File: src/rtl/sbd_pkg.sv
// Shared types and constants for the six-button debouncer with mode select.
package sbd_pkg;

	localparam int NUM_BTN   = 6;
	localparam int NUM_CHORD = 3;   // buttons 0..2 form the chord and select the mode
	localparam int BTN_RESET = 3;
	localparam int CNT_W     = 8;   // debounce counter width, 8..16
	localparam int THR_W     = 8;   // threshold register width
	localparam int CFG_IDX_W = 3;

	localparam logic [CNT_W-1:0] CNT_MAX = {CNT_W{1'b1}};

	// configuration register indexes
	localparam logic [CFG_IDX_W-1:0] CFG_PRESS      = 3'd0;
	localparam logic [CFG_IDX_W-1:0] CFG_RELEASE    = 3'd1;
	localparam logic [CFG_IDX_W-1:0] CFG_REARM      = 3'd2;
	localparam logic [CFG_IDX_W-1:0] CFG_CHORD      = 3'd3;
	localparam logic [CFG_IDX_W-1:0] CFG_RESET_HOLD = 3'd4;

	localparam logic [THR_W-1:0] PRESS_RST      = 8'd4;
	localparam logic [THR_W-1:0] RELEASE_RST    = 8'd4;
	localparam logic [THR_W-1:0] REARM_RST      = 8'd8;
	localparam logic [THR_W-1:0] CHORD_RST      = 8'd50;
	localparam logic [THR_W-1:0] RESET_HOLD_RST = 8'd200;

	typedef enum logic [1:0] {
		PH_NOMINAL  = 2'd0,
		PH_PRESSED  = 2'd1,
		PH_RELEASED = 2'd2
	} phase_t;

	typedef enum logic [1:0] {
		MODE_NORMAL   = 2'd0,
		MODE_IDLE     = 2'd1,
		MODE_LIGHT_1H = 2'd2
	} mode_t;

	typedef struct packed {
		logic [THR_W-1:0] press;
		logic [THR_W-1:0] release_thr;
		logic [THR_W-1:0] rearm;
		logic [THR_W-1:0] chord;
		logic [THR_W-1:0] reset_hold;
	} thr_cfg_t;

	// per-button status after this tick
	typedef struct packed {
		phase_t           phase;
		logic [CNT_W-1:0] on_cnt;
		logic             held_pressed;
	} lane_stat_t;

	typedef struct packed {
		logic [1:0]         unit_mode;
		logic               update_screen;
		logic               diag_active;
		logic               diag_timer_start;
		logic               clear_faults;
		logic [NUM_BTN-1:0] pressed_mask;
	} tick_res_t;

endpackage

File: src/rtl/sbd_if.sv
// Handshake interfaces for the button sample and tick result channels.
interface sbd_in_if import sbd_pkg::*; ();
	logic               valid;
	logic               ready;
	logic [NUM_BTN-1:0] button_levels;

	modport source (output valid, output button_levels, input ready);
	modport sink (input valid, input button_levels, output ready);
endinterface

interface sbd_out_if import sbd_pkg::*; ();
	logic               valid;
	logic               ready;
	logic [1:0]         unit_mode;
	logic               update_screen;
	logic               diag_active;
	logic               diag_timer_start;
	logic               clear_faults;
	logic [NUM_BTN-1:0] pressed_mask;

	modport source (output valid, output unit_mode, output update_screen, output diag_active,
		output diag_timer_start, output clear_faults, output pressed_mask, input ready);
	modport sink (input valid, input unit_mode, input update_screen, input diag_active,
		input diag_timer_start, input clear_faults, input pressed_mask, output ready);
endinterface

File: src/rtl/sbd_lane.sv
// One button: nominal / pressed / released debounce machine with on and off counters.
module sbd_lane import sbd_pkg::*; (
	input  logic       clk,
	input  logic       arst_n,
	input  logic       advance,
	input  logic       level,
	input  thr_cfg_t   cfg,
	output lane_stat_t stat
);

	phase_t           phase_q, phase_nx;
	logic [CNT_W-1:0] on_q, on_nx, on_inc;
	logic [CNT_W-1:0] off_q, off_nx, off_inc;
	logic [CNT_W:0]   off_n;
	logic             held;
	logic             held_pressed;

	always_comb begin
		held    = ~level;
		on_inc  = (on_q == CNT_MAX) ? on_q : on_q + 1'b1;
		off_inc = (off_q == CNT_MAX) ? off_q : off_q + 1'b1;
		// unsaturated off count, so a threshold at full scale is still reachable
		off_n   = {1'b0, off_q} + 1'b1;
		phase_nx     = phase_q;
		on_nx        = on_q;
		off_nx       = off_q;
		held_pressed = 1'b0;
		unique case (phase_q)
			PH_NOMINAL: begin
				if (held) begin
					on_nx = on_inc;
					if (on_inc == CNT_W'(cfg.press))
						phase_nx = PH_PRESSED;
				end else begin
					on_nx = '0;
				end
			end
			PH_PRESSED: begin
				if (!held) begin
					off_nx = off_inc;
					if (off_n > (CNT_W+1)'(cfg.release_thr))
						phase_nx = PH_RELEASED;
				end else begin
					on_nx        = on_inc;
					held_pressed = 1'b1;
				end
			end
			PH_RELEASED: begin
				if (!held) begin
					off_nx = off_inc;
					if (off_n > (CNT_W+1)'(cfg.rearm)) begin
						on_nx    = '0;
						off_nx   = '0;
						phase_nx = PH_NOMINAL;
					end
				end
			end
			default: ;
		endcase
	end

	always_ff @(posedge clk or negedge arst_n) begin
		if (!arst_n) begin
			phase_q <= PH_NOMINAL;
			on_q    <= '0;
			off_q   <= '0;
		end else if (advance) begin
			phase_q <= phase_nx;
			on_q    <= on_nx;
			off_q   <= off_nx;
		end
	end

	assign stat.phase        = phase_nx;
	assign stat.on_cnt       = on_nx;
	assign stat.held_pressed = held_pressed;

endmodule

File: src/rtl/sbd_merge.sv
// Merges lane status: diagnostic chord, mode selection and long-hold reset action.
module sbd_merge import sbd_pkg::*; (
	input  logic                     clk,
	input  logic                     arst_n,
	input  logic                     advance,
	input  thr_cfg_t                 cfg,
	input  lane_stat_t [NUM_BTN-1:0] stat,
	output tick_res_t                res
);

	logic  armed_q, armed_now, armed_nx;
	logic  diag_q, diag_nx;
	mode_t mode_q, mode_nx;
	logic  chord, fire, upd, clr;
	logic [NUM_BTN-1:0] mask;

	always_comb begin
		armed_now = armed_q | stat[BTN_RESET].held_pressed;
		chord = 1'b1;
		for (int i = 0; i < NUM_CHORD; i++)
			chord &= (stat[i].phase == PH_PRESSED) && (stat[i].on_cnt >= CNT_W'(cfg.chord));
		diag_nx = diag_q | chord;

		// visit from the top so the lowest released button has the last word
		mode_nx = mode_q;
		upd     = 1'b0;
		if (!diag_nx) begin
			for (int i = NUM_CHORD - 1; i >= 0; i--) begin
				if (stat[i].phase == PH_RELEASED) begin
					if (mode_nx != mode_t'(i))
						mode_nx = mode_t'(i);
					else
						upd = 1'b1;
				end
			end
		end

		fire     = armed_now && (stat[BTN_RESET].on_cnt >= CNT_W'(cfg.reset_hold));
		clr      = 1'b0;
		armed_nx = armed_now;
		if (fire) begin
			if (diag_nx) begin
				diag_nx = 1'b0;
			end else begin
				clr = 1'b1;
				upd = 1'b1;
			end
			armed_nx = 1'b0;
		end

		for (int i = 0; i < NUM_BTN; i++)
			mask[i] = (stat[i].phase == PH_PRESSED);
	end

	always_ff @(posedge clk or negedge arst_n) begin
		if (!arst_n) begin
			armed_q <= 1'b0;
			diag_q  <= 1'b0;
			mode_q  <= MODE_NORMAL;
		end else if (advance) begin
			armed_q <= armed_nx;
			diag_q  <= diag_nx;
			mode_q  <= mode_nx;
		end
	end

	assign res.unit_mode        = mode_nx;
	assign res.update_screen    = upd;
	assign res.diag_active      = diag_nx;
	assign res.diag_timer_start = chord;
	assign res.clear_faults     = clr;
	assign res.pressed_mask     = mask;

endmodule

File: src/rtl/six_button_debounce_mode_select.sv
// Top level: six debounce lanes, merge logic, threshold registers and result register.
//
//  channel   dir  transaction                 payload
//  buttons   in   one debounce tick           button_levels[5:0], low = held
//  result    out  one status word per tick    unit_mode, update_screen, diag_active,
//                                             diag_timer_start, clear_faults, pressed_mask
//  cfg       in   register write, no wait     cfg_index, cfg_data
//
// One tick per cycle unless the result stalls: the six lanes and the merge logic are
// combinational, and the result is in the output register the cycle after acceptance.
// Reset clears all button machines, counters and flags and loads default thresholds.
// A stalled result register holds; a new tick is taken in the same cycle the
// pending result leaves, and held off only while the result waits.
module six_button_debounce_mode_select import sbd_pkg::*; (
	input  logic                 clk,
	input  logic                 arst_n,
	sbd_in_if.sink               buttons,
	sbd_out_if.source            result,
	input  logic                 cfg_write,
	input  logic [CFG_IDX_W-1:0] cfg_index,
	input  logic [THR_W-1:0]     cfg_data
);

	thr_cfg_t                 cfg_q;
	lane_stat_t [NUM_BTN-1:0] stat;
	tick_res_t                res, res_q;
	logic                     out_valid_q;
	logic                     advance;

	always_ff @(posedge clk or negedge arst_n) begin
		if (!arst_n) begin
			cfg_q.press       <= PRESS_RST;
			cfg_q.release_thr <= RELEASE_RST;
			cfg_q.rearm       <= REARM_RST;
			cfg_q.chord       <= CHORD_RST;
			cfg_q.reset_hold  <= RESET_HOLD_RST;
		end else if (cfg_write) begin
			unique case (cfg_index)
				CFG_PRESS:      cfg_q.press       <= cfg_data;
				CFG_RELEASE:    cfg_q.release_thr <= cfg_data;
				CFG_REARM:      cfg_q.rearm       <= cfg_data;
				CFG_CHORD:      cfg_q.chord       <= cfg_data;
				CFG_RESET_HOLD: cfg_q.reset_hold  <= cfg_data;
				default: ;
			endcase
		end
	end

	assign buttons.ready = !out_valid_q || result.ready;
	assign advance       = buttons.valid && buttons.ready;

	for (genvar g = 0; g < NUM_BTN; g++) begin : g_lane
		sbd_lane u_lane (
			.clk    (clk),
			.arst_n (arst_n),
			.advance(advance),
			.level  (buttons.button_levels[g]),
			.cfg    (cfg_q),
			.stat   (stat[g])
		);
	end

	sbd_merge u_merge (
		.clk    (clk),
		.arst_n (arst_n),
		.advance(advance),
		.cfg    (cfg_q),
		.stat   (stat),
		.res    (res)
	);

	always_ff @(posedge clk or negedge arst_n) begin
		if (!arst_n)
			out_valid_q <= 1'b0;
		else if (advance)
			out_valid_q <= 1'b1;
		else if (result.ready)
			out_valid_q <= 1'b0;
	end

	always_ff @(posedge clk) begin
		if (advance)
			res_q <= res;
	end

	assign result.valid            = out_valid_q;
	assign result.unit_mode        = res_q.unit_mode;
	assign result.update_screen    = res_q.update_screen;
	assign result.diag_active      = res_q.diag_active;
	assign result.diag_timer_start = res_q.diag_timer_start;
	assign result.clear_faults     = res_q.clear_faults;
	assign result.pressed_mask     = res_q.pressed_mask;

	// an accepted tick always shows up as a result on the next cycle
	a_tick_to_result: assert property (@(posedge clk) disable iff (!arst_n)
		advance |=> result.valid)
		else $error("accepted tick produced no result");

	// no new tick while a result waits unaccepted
	a_no_overrun: assert property (@(posedge clk) disable iff (!arst_n)
		(result.valid && !result.ready) |-> !buttons.ready)
		else $error("tick accepted while result stalled");

	// the fault clear comes with a screen update
	a_clr_upd: assert property (@(posedge clk) disable iff (!arst_n)
		(result.valid && result.clear_faults) |-> result.update_screen)
		else $error("clear_faults without update_screen");

	// fault clear only fires outside diagnostic mode
	a_clr_diag: assert property (@(posedge clk) disable iff (!arst_n)
		(result.valid && result.clear_faults) |-> !result.diag_active)
		else $error("clear_faults while diagnostic mode active");

endmodule

File: src/flat_wrapper.sv
// flat-port wrapper written by rule: the top's interface ports become plain ports
module six_button_debounce_mode_select_flat import sbd_pkg::*;
  (clk, arst_n, cfg_write, cfg_index, cfg_data, buttons_valid, buttons_button_levels, buttons_ready, result_valid, result_unit_mode, result_update_screen, result_diag_active, result_diag_timer_start, result_clear_faults, result_pressed_mask, result_ready);
  sbd_in_if buttons_i ();
  sbd_out_if result_i ();
  input  logic clk;
  input  logic arst_n;
  input  logic cfg_write;
  input  logic [CFG_IDX_W-1:0] cfg_index;
  input  logic [THR_W-1:0] cfg_data;
  input wire logic [$bits(buttons_i.valid)-1:0] buttons_valid;
  input wire logic [$bits(buttons_i.button_levels)-1:0] buttons_button_levels;
  output wire logic [$bits(buttons_i.ready)-1:0] buttons_ready;
  output wire logic [$bits(result_i.valid)-1:0] result_valid;
  output wire logic [$bits(result_i.unit_mode)-1:0] result_unit_mode;
  output wire logic [$bits(result_i.update_screen)-1:0] result_update_screen;
  output wire logic [$bits(result_i.diag_active)-1:0] result_diag_active;
  output wire logic [$bits(result_i.diag_timer_start)-1:0] result_diag_timer_start;
  output wire logic [$bits(result_i.clear_faults)-1:0] result_clear_faults;
  output wire logic [$bits(result_i.pressed_mask)-1:0] result_pressed_mask;
  input wire logic [$bits(result_i.ready)-1:0] result_ready;
  assign buttons_i.valid = buttons_valid;
  assign buttons_i.button_levels = buttons_button_levels;
  assign buttons_ready = buttons_i.ready;
  assign result_valid = result_i.valid;
  assign result_unit_mode = result_i.unit_mode;
  assign result_update_screen = result_i.update_screen;
  assign result_diag_active = result_i.diag_active;
  assign result_diag_timer_start = result_i.diag_timer_start;
  assign result_clear_faults = result_i.clear_faults;
  assign result_pressed_mask = result_i.pressed_mask;
  assign result_i.ready = result_ready;
  six_button_debounce_mode_select u_core (.clk(clk), .arst_n(arst_n), .buttons(buttons_i), .result(result_i), .cfg_write(cfg_write), .cfg_index(cfg_index), .cfg_data(cfg_data));
endmodule
File: config.mk
export PLATFORM = sky130hd
export DESIGN_NAME = six_button_debounce_mode_select_flat
export DESIGN_NICKNAME = d
export VERILOG_FILES = /design/src/rtl/sbd_pkg.sv /design/src/rtl/sbd_if.sv /design/src/rtl/sbd_lane.sv /design/src/rtl/sbd_merge.sv /design/src/rtl/six_button_debounce_mode_select.sv /design/src/flat_wrapper.sv
export SDC_FILE = /design/constraint.sdc
export NUM_CORES = 1
export LEC_CHECK = 0
export BUFFER_PORTS_ARGS = -buffer_cell sky130_fd_sc_hd__clkbuf_2
export CORE_ASPECT_RATIO = 0.9
export CORE_MARGIN = 2
export CORE_UTILIZATION = 55
export CTS_CLUSTER_DIAMETER = 30
export CTS_CLUSTER_SIZE = 8
export DETAILED_ROUTE_END_ITERATION = 16
export GPL_TIMING_DRIVEN = 0
export PLACE_DENSITY_LB_ADDON = 0.08
export SYNTH_ARGS = -nofsm -noshare
export SYNTH_HDL_FRONTEND = slang
export SYNTH_SLANG_ARGS = --single-unit
File: constraint.sdc
create_clock -name clk -period 5.45 [get_ports clk]
set_input_delay 0.8175 -clock clk [delete_from_list [all_inputs] [get_ports clk]]
set_output_delay 0.8175 -clock clk [all_outputs]
set_load 0.01 [all_outputs]
==> results.md, run 1 <==
- Initial antenna violation count: 1
- CTS tree: built
- Synth warn: 0
- # DRC: 0
- Worst hold path class: primary input to async pin
- Die Footprint: 0.0263 mm²
- Unrepaired setup endpoints after global routing: false
- Share of cells above drive strength 1: 9.14%
- Hold WS: 305 ps
- Crit Path Max Fanout: 5
- Dominant synthesized flop cell: dfrtp_1
- Vias in the first global route: 11700
- Hold Violations, Final: 0
- Final instance area: 0.0150 mm²
- Static leakage: 6.75 nW
- Worst r2r path cells: 22
- Cell variety after synth: 85
- Status: finished, final reports clean
- Slew headroom: 4.46%
- Clk_skew: 13.9 ps
- GR Overflow Total: 0
- Max cap viols: 0
- Mean Syn Cell Area: 8.49 µm²
- Post-Syn Area: 0.0137 mm²
- First-pass GRT wire length: 63100 µm
- Worst path required time: 5750 ps
- RD Place Congestion: 0.953
- ANT nets after route: 0
- Cells after Synth: 1619
- Critical path arrival: 5500 ps
- Rows: 54
- Final wirelength: 39300 µm
- Register area share after synthesis: 30.6%
- Crit end category: register
- Achievable clock frequency: 192 MHz
- Area delta synth->final: 9.30%
- Core ar.: 0.0244 mm²
- Vias: 12700
- H-tree Lvls: 4
- I/O Pins: 36
- Crit path kind: register to register
- Slowest stage delay, CP: 450 ps
- Leading area contributor after synthesis: dfrtp_1
- Synthesized Nets: 1789
- Final Net Count: 1843
- GR Util All Layers: 30.6%
- Vias per cell: 6.29
- Drt wl/cell: 19.5 µm
- ANT cells: 0
- Die H: 154 µm
- Worst-skew pair later-pin latency: 450 ps
- Synthesized flop and latch total: 165
- Pin count of the biggest net entering global routing: 105
- Post-synth EDFFs: 12
- Drt pass-1 iters: 6
- Critical-path cell list: ha_1 -> nand3_1 -> nor2_4 -> xor2_1 -> ha_1 -> a21o_1 -> a211oi_1 -> a31oi_1 -> a21oi_1 -> nand2b_1 -> a22oi_2 -> nand2_1 -> mux2i_1 -> ha_1 -> nand2b_1 -> a21o_1 -> a21o_1 -> a211oi_1 -> o21ai_0 -> and4_1 -> a31oi_4 -> o31a_1
- CP max-delay cell: dfrtp_1
- Slew Limit Fails: 0
- Iteration-0 DRC count of the detailed router: 1294
- Clock buffer depth: 2
- VDD IR max: 253 µV
- Initial core utilization: 56.4%
- Port bufs: 33
- Part of the cycle the worst path needs: 95.5%
- CTS Buf Count: 17
- Top-area cell type share of the netlist area: 26.2%
- Root Buffer: clkbuf_16
- Hold_buf cts: 0
- Worst Setup Start Kind: register
- Clk sinks: 165
- Fin crit period: 5200 ps
- Area contributors post-synth: dfrtp_1 (26%), ha_1 (13%), nand2_1 (4.7%), o21ai_0 (4.4%), a21oi_1 (4.0%)
- Slew @ Worst Pin: 1430 ps
- Finished Core Util: 61.6%
- DIE WIDTH: 171 µm
- DP Wirelength: 29100 µm
- PwrDens: 369 mW/mm²
- Fraction of registers with async set/reset: 92.7%
- Total power: 5.54 mW
- Setup violators final: 0
- Clock Pin Slew Worst Setup and Hold Paths: 70 ps
- Placed cell area: 0.0144 mm²
- Fillcell total: 2132
-- flip-flops by register name, summed over array words and instances (netlist names), 2 cells and up --
name and cells:
u_core.cfg_q 40, u_core.g_lane.u_lane.off_q 48, u_core.g_lane.u_lane.on_q 48, u_core.g_lane.u_lane.phase_q 12, u_core.result.pressed_mask 6, u_core.result.unit_mode 2
u_core.u_merge.mode_q 2
-- Yosys cell counts (all sizes together), types with 6 or more instances --
| cell | count |
|---|---|
| nand2 | 173 |
| ha | 148 |
| dfrtp | 144 |
| o21ai | 120 |
| nor2 | 111 |
| a21oi | 110 |
| inv | 69 |
| clkbuf | 57 |
| nand3 | 55 |
| xnor2 | 50 |
| xor2 | 50 |
| nor3 | 38 |
| and3 | 37 |
| nand4 | 33 |
| mux2 | 29 |
| o21a | 29 |
| a31oi | 24 |
| buf | 21 |
| a21o | 19 |
| nor2b | 19 |
| o211ai | 17 |
| o31ai | 17 |
| and2 | 16 |
| nand2b | 15 |
| a211oi | 14 |
| o22ai | 13 |
| and4 | 12 |
| edfxtp | 12 |
| dfstp | 9 |
| mux2i | 9 |
| or2 | 9 |
| a2bb2oi | 7 |
| or3 | 7 |
| a211o | 6 |
| a22oi | 6 |
| nor4 | 6 |
-- logic make-up (layout without fill, tap and decap cells) --
family | count (synthesis) | after routing | share of synthesized area [%]
adders and majority gates | 150 | 150 | 13.6
DFF | 165 | 165 | 30.6
buffers and inverters | 147 | 213 | 4.26
AOI/OAI and AO/OA | 465 | 465 | 22.1
xor gates and xnor gates | 100 | 100 | 6.37
and+or+nand+nor | 554 | 554 | 20.1
muxes | 38 | 38 | 3.03
-- layer usage --
metal,routed length [µm],share of wire (%),up-vias,GRT usage (%)
met3,2540,6.5,82,4.02
met1,18100,46,6064,43.5
met5,12,0.031,-,0
met4,974,2.5,2,9.65
met2,17600,45,476,48.1
li1,-,-,6085,-
-- critical path: cells and delay by family (launching register included) --
kind                     cells  cell delay, ps
flip-flops                   1             450
adder cells (fa/ha/maj)      3             850
multiplexers                 1             110
AND/OR/NAND/NOR              6            1300
XOR/XNOR                     1             250
AO/OA/AOI/OAI               11            2060
-- metrics by stage --
stage	setup WS [ps]	cells	TNS, ps
floorplan	810	1619	0
global placement	-435	1988	-1360
detailed placement	-414	1989	-1240
CTS	64.0	2021	0
global route	3.12	2021	0
finish	247	2021	0
-- layout by cell type (no fill, tap or decap), drive strengths merged, types with 6 or more instances in the layout --
cell type,Yosys,routed
and4,12,12
buf,21,23
mux2i,9,9
a211oi,14,14
nand2,173,173
a21oi,110,110
o31ai,17,17
nand4,33,33
nor2,111,111
nand3,55,55
o22ai,13,13
or2,9,9
dfrtp,144,144
dfstp,9,9
o21ai,120,120
inv,69,77
nor2b,19,19
edfxtp,12,12
a22oi,6,6
nand2b,15,15
nor4,6,6
and2,16,16
xor2,50,50
nor3,38,38
o211ai,17,17
a2bb2oi,7,7
a211o,6,6
ha,148,148
and3,37,37
a31oi,24,24
a21o,19,19
clkbuf,57,107
xnor2,50,50
o21a,29,29
mux2,29,29
or3,7,7
-- report_power, final --
part           switching, mW  leakage, nW  total, mW  internal (mW)
combinational           1.51         4.38       2.54           1.04
clock                  0.573        0.286       1.26          0.690
sequential             0.253         2.09       1.74           1.48
total                   2.33         6.75       5.54           3.21
-- path summary, 6_finish.rpt --
path / startpoint / to / slack, ps
setup / recovery: u_core.g_lane[2].u_lane.off_q[0] / u_core.result.update_screen / 250
min in group clk: u_core.u_merge.mode_q[1] / u_core.u_merge.mode_q[1] / 500
hold reg to reg: u_core.u_merge.mode_q[1] / u_core.u_merge.mode_q[1] / 500
setup reg to reg: u_core.g_lane[2].u_lane.off_q[0] / u_core.result.update_screen / 250
max in group asynchronous: arst_n / u_core.cfg_q[3] / 4250
hold / removal: arst_n / u_core.g_lane[5].u_lane.on_q[2] / 310
-- what timing repair did --
item                                    in CTS  in global routing
resized for setup                            5                  7
endpoints found under the setup margin       4                  4
buffers inserted                             1                  0
hold endpoints to repair                     0                  0
pin swaps                                    1                  0
-- layout make-up --
type,instances,area (µm²),area share (%)
clock buffers,17,425,2.83
repair buffers,35,209,1.39
flip-flops and latches,165,4200,28.0
well taps,336,420,2.80
plain buffers,78,327,2.17
clock inverters,14,168,1.12
inverters,69,259,1.72
multi-input cells,1307,9010,60.0
No activity file was read; power rests on OpenSTA's default activity.
==> run 2: changes to the inputs <==
--- a/config.mk
+++ b/config.mk
@@ -5,7 +5,7 @@
 export SDC_FILE = /design/constraint.sdc
 export NUM_CORES = 1
 export LEC_CHECK = 0
-export BUFFER_PORTS_ARGS = -buffer_cell sky130_fd_sc_hd__clkbuf_2
+export BUFFER_PORTS_ARGS = -buffer_cell sky130_fd_sc_hd__buf_2
 export CORE_ASPECT_RATIO = 0.9
 export CORE_MARGIN = 2
 export CORE_UTILIZATION = 55
==> run 2 against run 1 <==
Worst hold slack better by 8.1 ps. Largest power group unchanged. Cell area about the same. Via count up 0.15%. Sequential share of layout area about the same. Utilization down 0.056 points. Critical path depth unchanged. Critical path type unchanged. Clock power down 4%. Critical endpoint unchanged. Count of clock-buffer cells in the layout up 3. First-iteration DRC count up 8.7%. Highest routed layer is now met4. Register-to-register slack better by 50 ps. Sequential power about the same. Global-route usage up 0.64 points.
==> results.md, run 2 (same netlist as run 1, synthesis figures left out) <==
- GR Overflow Total: 0 (unchanged)
- CTS Buf Count: 17 (unchanged)
- Commonest non-fill, non-tap cells in the layout: nand2_1 (173), ha_1 (148), dfrtp_1 (143)
- CTS tree: built
- Finished Core Util: 61.5% (about the same)
- Rows: 54 (unchanged)
- Clk_skew: 16.7 ps (+2.79 ps)
- Achievable clock frequency: 194 MHz (+0.90%)
- Port bufs: 33 (unchanged)
- Max cap viols: 0 (unchanged)
- Die Footprint: 0.0263 mm² (unchanged)
- Hold_buf cts: 0 (unchanged)
- Clock share of power: 21.9% (-0.9 points)
- Vias in the first global route: 12100 (+3.6%)
- Final wirelength: 39800 µm (+1.1%)
- Hold WS: 314 ps (+8.08 ps)
- Setup ws final: 293 ps (+46.2 ps)
- Die H: 154 µm (unchanged)
- Slew @ Worst Pin: 1230 ps (-206 ps)
- Initial antenna violation count: 0 (-1)
- Status: finished, final reports clean
- First-pass GRT wire length: 64200 µm (+1.8%)
- Clk sinks: 165 (unchanged)
- Area delta synth->final: 9.20% (about the same)
- Worst path required time: 5750 ps (about the same)
- Static leakage: 6.75 nW (-0.11%)
- VDD IR max: 234 µV (-7.6%)
- DP Wirelength: 29300 µm (+0.96%)
- Crit path kind: register to register
- I/O Pins: 36 (unchanged)
- H-tree Lvls: 4 (unchanged)
- Share of cells above drive strength 1: 9.31% (+0.17 points)
- Root Buffer: clkbuf_16
- GRT busiest layer: met2
- Crit Path Max Fanout: 5 (unchanged)
- # DRC: 0 (unchanged)
- Vias: 12700 (+0.15%)
- Core ar.: 0.0244 mm² (unchanged)
- Fillcell total: 2192 (+2.8%)
- Part of the cycle the worst path needs: 94.6% (-0.85 points)
- Net switching power: 2.34 mW (+0.45%)
- Critical path arrival: 5460 ps (-40 ps)
- PwrDens: 366 mW/mm² (-0.72%)
- Worst hold path class: primary input to async pin
- Flop pwr share: 31.7% (+0.4 points)
- Pin count of the biggest net entering global routing: 80 (-24%)
- Met2 Use GR: 48.4% (+0.23 points)
- Fin crit period: 5160 ps (-46.2 ps)
- Final Net Count: 1844 (+0.054%)
- Met1 usage: 43.3% (-0.27 points)
- Crit end category: register
- Hold Violations, Final: 0 (unchanged)
- Switching part of the total power: 42.6% (+0.54 points)
- Met3 GRT Util: 5.79% (+1.8 points)
- Slew headroom: 18.0% (+14 points)
- R2R setup slack: 290 ps (+50 ps)
- Biggest regs: u_core.g_lane.u_lane.off_q: 48 flops, u_core.g_lane.u_lane.on_q: 48 flops, u_core.cfg_q: 40 flops
- Worst-skew pair later-pin latency: 450 ps (about the same)
- RD Place Congestion: 0.920 (-3.5%)
- Combinational Power Share: 46.4% (+0.5 points)
- DIE WIDTH: 171 µm (unchanged)
- Drt pass-1 iters: 6 (unchanged)
- ANT cells: 0 (unchanged)
- GR Util All Layers: 31.2% (+0.64 points)
- Worst Setup Start Kind: register
- Clock Pin Slew Worst Setup and Hold Paths: 80 ps (about the same)
- Iteration-0 DRC count of the detailed router: 1407 (+8.7%)
- Slew Limit Fails: 0 (unchanged)
- Int Power: 3.16 mW (-1.7%)
- Drt wl/cell: 19.7 µm (+1.0%)
- Most common cell after layout, fill and taps aside: nand2_1
- Vias per cell: 6.29 (about the same)
- Clock buffer depth: 2 (unchanged)
- Initial core utilization: 56.4% (unchanged)
- Pre-CTS setup slack: -530 ps (-116 ps)
- ANT nets after route: 0 (unchanged)
- Setup TNS: 0 ps (unchanged)
- Setup violators final: 0 (unchanged)
run 2: cell types whose count changed in the layout (fill, tap and decap cells not counted), sizes merged:
cell	delta
clkinvlp	-1
clkbuf	-29
bufinv	-2
clkinv	+1
buf	+33
run 2: area by class of cell:
class                           instances  area [µm²]  area share (%)
Clock inverter                         12         111           0.742
Clock buffer                           20         457            3.04
Timing Repair Buffer                   36         218            1.45
Buffer                                 78         328            2.18
Tap cell                              336         420            2.80
Multi-Input combinational cell       1307        9010            60.1
Sequential cell                       165        4200            28.0
Inverter                               69         259            1.73
run 2: path summary, 6_finish.rpt:
kind,depth (start not counted),startpoint,end
worst max-delay path,22,u_core.g_lane[2].u_lane.off_q[0],u_core.result.update_screen
worst min-delay path,1,arst_n,u_core.g_lane[5].u_lane.on_q[3]
worst max register to register,22,u_core.g_lane[2].u_lane.off_q[0],u_core.result.update_screen
worst min register to register,1,u_core.u_merge.mode_q[1],u_core.u_merge.mode_q[1]
max in group asynchronous,2,arst_n,u_core.g_lane[0].u_lane.off_q[0]
min in group clk,1,u_core.u_merge.mode_q[1],u_core.u_merge.mode_q[1]
run 2: worst max-delay path: stages, from the launching register on:
cell and delay, ps:
dfrtp_1 450, ha_1 250, nand3_1 170, nor2_1 310
xor2_1 280, ha_1 300, a21o_1 200, a211oi_1 230
a31oi_1 90, a21oi_1 180, nand2b_1 260, a22oi_2 130
nand2_1 160, mux2i_1 100, ha_1 300, nand2b_1 130
a21o_1 180, a21o_1 170, a211oi_1 210, o21ai_0 130
and4_1 270, a31oi_4 260, o31a_1 250
run 2: power groups by stage:
stage / logic, mW / clock network [mW] / registers, mW
floorplan: 1.83 / 0 / 1.68
detailed placement: 2.48 / 0 / 1.75
CTS: 2.51 / 1.22 / 1.73
finish: 2.55 / 1.21 / 1.74
global placement: 2.40 / 0 / 1.75
global route: 2.85 / 1.28 / 1.77
run 2: through the flow:
stage | instances | area, µm² | power [mW]
2_1_floorplan | 1619 | 13700 | 3.51
3_3_place_gp | 1988 | 14300 | 4.15
3_5_place_dp | 1989 | 14400 | 4.23
4_1_cts | 2021 | 15000 | 5.46
5_1_grt | 2023 | 15000 | 5.90
6_report | 2023 | 15000 | 5.50
run 2: routing by layer:
layer | vias up | wire length (µm)
met3 | 91 | 2930
li1 | 6078 | -
met4 | 0 | 1280
met2 | 491 | 17500
met1 | 6068 | 18000
met5 | - | 0
run 2: timing repair:
action | CTS | global route
gates cloned | 0 | 0
hold endpoints to repair | 0 | 0
gates resized for setup | 6 | 6
pin swaps | 0 | 1
endpoints found under the setup margin | 5 | 5
setup buffers | 0 | 2
==> run 3: changes to the inputs <==
--- a/config.mk
+++ b/config.mk
@@ -5,6 +5,7 @@
 export SDC_FILE = /design/constraint.sdc
 export NUM_CORES = 1
 export LEC_CHECK = 0
+export ABC_AREA = 1
 export BUFFER_PORTS_ARGS = -buffer_cell sky130_fd_sc_hd__buf_2
 export CORE_ASPECT_RATIO = 0.9
 export CORE_MARGIN = 2
==> run 3 against run 2 <==
Via count rose by 7.5%. Count of clock-buffer cells in the layout fell by 1. Clock skew rose by 2.2 ps. Die area rose by 2.3%. Combinational power rose by 74%. Wire length rose by 1.5%. Highest routed layer unchanged.
==> results.md, run 3 <==
- Setup ws final: 763 ps (+470 ps)
- Slew Limit Fails: 0 (unchanged)
- Part of the cycle the worst path needs: 86.0% (-8.6 points)
- Final Net Count: 2203 (+19%)
- Slew headroom: 32.9% (+15 points)
- Cell variety after synth: 62 (-27%)
- Clk sinks: 165 (unchanged)
- Worst r2r path cells: 26 (+18%)
- Pre-CTS setup slack: 860 ps (+1390 ps)
- Setup violators final: 0 (unchanged)
- Status: finished, final reports clean
- Vias in the first global route: 12500 (+3.3%)
- Fraction of registers with async set/reset: 92.7% (unchanged)
- DIE WIDTH: 173 µm (+1.2%)
- Mean Syn Cell Area: 7.11 µm² (-16%)
- Slowest stage delay, CP: 450 ps (about the same)
- Clock buffer depth: 2 (unchanged)
- VDD IR max: 260 µV (+11%)
- Worst Setup Start Kind: register
- Commonest non-fill, non-tap cells in the layout: nand2_1 (496), inv_1 (270), ha_1 (148)
- H-tree Lvls: 4 (unchanged)
- Port bufs: 33 (unchanged)
- Dpl cells: 2355 (+18%)
- Area delta synth->final: 8.71%
- Critical path arrival: 4900 ps (-560 ps)
- Biggest regs: u_core.g_lane.u_lane.off_q: 48 flops, u_core.g_lane.u_lane.on_q: 48 flops, u_core.cfg_q: 40 flops
- Most frequent cell after synthesis: nand2_1
- Top-area cell type share of the netlist area: 25.6% (-0.62 points)
- Hold WS: 255 ps (-58.8 ps)
- Most common cell after layout, fill and taps aside: nand2_1
- R2R setup slack: 760 ps (+470 ps)
- CTS tree: built
- Post-synth EDFFs: 12 (unchanged)
- Crit Path Max Fanout: 9 (+4)
- Core ar.: 0.0251 mm² (+3.0%)
- Root Buffer: clkbuf_16
- Slew @ Worst Pin: 997 ps (-231 ps)
- RD Place Congestion: 0.941 (+2.3%)
- Post-CTS setup buffer count: 0 (unchanged)
- Worst path required time: 5660 ps (-90 ps)
- GR Overflow Total: 0 (unchanged)
- Die H: 156 µm (+1.2%)
- Max cap viols: 0 (unchanged)
- Clock Pin Slew Worst Setup and Hold Paths: 70 ps (about the same)
- Dominant synthesized flop cell: dfrtp_1
- Vias: 13700 (+7.5%)
- Fillcell total: 2408 (+9.9%)
- Synth warn: 0 (unchanged)
- Rows: 55 (+1.9%)
- Worst-skew pair later-pin latency: 460 ps (about the same)
- Iteration-0 DRC count of the detailed router: 1173 (-17%)
- Setup TNS: 0 ps (unchanged)
- Share of cells above drive strength 1: 7.04% (-2.3 points)
- Initial core utilization: 56.0% (-0.32 points)
- Leading area contributor after synthesis: dfrtp_1
- Post-Syn Area: 0.0141 mm² (+2.4%)
- GR Util All Layers: 30.6% (-0.56 points)
- Cells after Synth: 1979 (+22%)
- Clk_skew: 18.9 ps (+2.23 ps)
- CTS Buf Count: 17 (unchanged)
- First-pass GRT wire length: 65300 µm (+1.7%)
- Register area share after synthesis: 29.8% (-0.72 points)
- Post-route insts no fill: 2388 (+18%)
- DP Wirelength: 30500 µm (+3.8%)
- # DRC: 0 (unchanged)
- Drt pass-1 iters: 6 (unchanged)
- Die Footprint: 0.0269 mm² (+2.3%)
- Pin count of the biggest net entering global routing: 103 (+29%)
- Hold_buf cts: 0 (unchanged)
- Area contributors post-synth: dfrtp_1 (26%), nand2_1 (13%), ha_1 (13%), inv_1 (7.2%), nand3_1 (5.2%)
- Drt wl/cell: 16.9 µm (-14%)
- Unrepaired setup endpoints after global routing: false
- CP max-delay cell: dfrtp_1
- ANT cells: 0 (unchanged)
- Final wirelength: 40300 µm (+1.5%)
- Fin crit period: 4690 ps (-470 ps)
- ANT nets after route: 0 (unchanged)
- Vias per cell: 5.73 (-8.9%)
- Hold Violations, Final: 0 (unchanged)
- Synthesized flop and latch total: 165 (unchanged)
- Initial antenna violation count: 0 (unchanged)
- PwrDens: 503 mW/mm² (+37%)
- Post-CTS Resized: 0 (-6)
- I/O Pins: 36 (unchanged)
- Achievable clock frequency: 213 MHz (+10%)
- Crit end category: register
- Crit path top cell by count: nand2_1
- Synth top cells by count: nand2_1 (496), inv_1 (270), ha_1 (148)
- Synthesized Nets: 2149 (+20%)
- Crit path kind: register to register
- Static leakage: 7.70 nW (+14%)
- Worst hold path class: primary input to async pin
[run 3: cell types whose count changed in the layout (fill, tap and decap cells not counted), sizes merged, moves of 15 or more]
cell    change
nand2     +338
inv       +206
nand3      +96
nor2       +48
xnor2      -42
o21ai      +39
and3       -34
clkbuf     -34
mux2       -29
o21a       -27
nor3       -23
nor2b      -18
nand2b     -15
o211ai     +15
[run 3: critical path, delay by kind of cell (launching register included)]
family                     cells  cell delay, ps
and+or+nand+nor               16            1950
xor gates and xnor gates       1             210
AOI/OAI and AO/OA              5             990
buffers and inverters          1             100
DFF                            1             450
adders and majority gates      3             710
[run 3: cell families (layout without fill, tap and decap cells)]
logic type	count (synthesis)	count (layout)	synth area share, %
and+or+nand+nor	895	895	28.0
adders and majority gates	148	148	13.2
AOI/OAI and AO/OA	382	382	15.9
DFF	165	165	29.8
xor gates and xnor gates	70	70	4.36
buffers and inverters	319	386	8.71
[run 3: cell type report]
type | count | area (µm²) | share of cell area, %
Sequential cell | 165 | 4200 | 27.5
Multi-Input combinational cell | 1495 | 8650 | 56.5
Tap cell | 342 | 428 | 2.80
Clock inverter | 13 | 138 | 0.900
Clock buffer | 19 | 443 | 2.89
Timing Repair Buffer | 35 | 218 | 1.42
Inverter | 278 | 1040 | 6.82
Buffer | 41 | 183 | 1.19
[run 3: metal layers]
layer	share of wire, %	vias to the layer above	wire (µm)	global-route usage (%)
met1	46	6424	18500	42.7
met2	45	463	18100	49.1
met3	7.0	62	2830	5.34
met5	0	-	0	0
li1	-	6734	-	-
met4	2.1	0	863	8.63
[run 3: path summary, 6_finish.rpt]
path | start | to
hold / removal | arst_n | u_core.g_lane[5].u_lane.off_q[2]
min in group clk | u_core.u_merge.diag_q | u_core.u_merge.diag_q
max in group asynchronous | arst_n | u_core.g_lane[1].u_lane.on_q[6]
setup / recovery | u_core.g_lane[0].u_lane.off_q[0] | u_core.result.unit_mode[1]
setup reg to reg | u_core.g_lane[0].u_lane.off_q[0] | u_core.result.unit_mode[1]
hold reg to reg | u_core.u_merge.diag_q | u_core.u_merge.diag_q
[run 3: power by group]
part           switching [mW]  leakage [nW]  internal [mW]
sequential              0.391          2.05           1.63
clock                   0.575         0.287          0.658
combinational            2.82          5.37           1.62
total                    3.78          7.70           3.91
[run 3: stage by stage]
step                      instance area [µm²]  util, %  total power [mW]
after global routing                    15300     60.9              8.46
after CTS                               15300     60.9              7.66
final                                   15300     60.9              7.69
after floorplan                         14100        -              5.25
after global placement                  14700     58.4              6.25
after detailed placement                14700     58.5              6.38
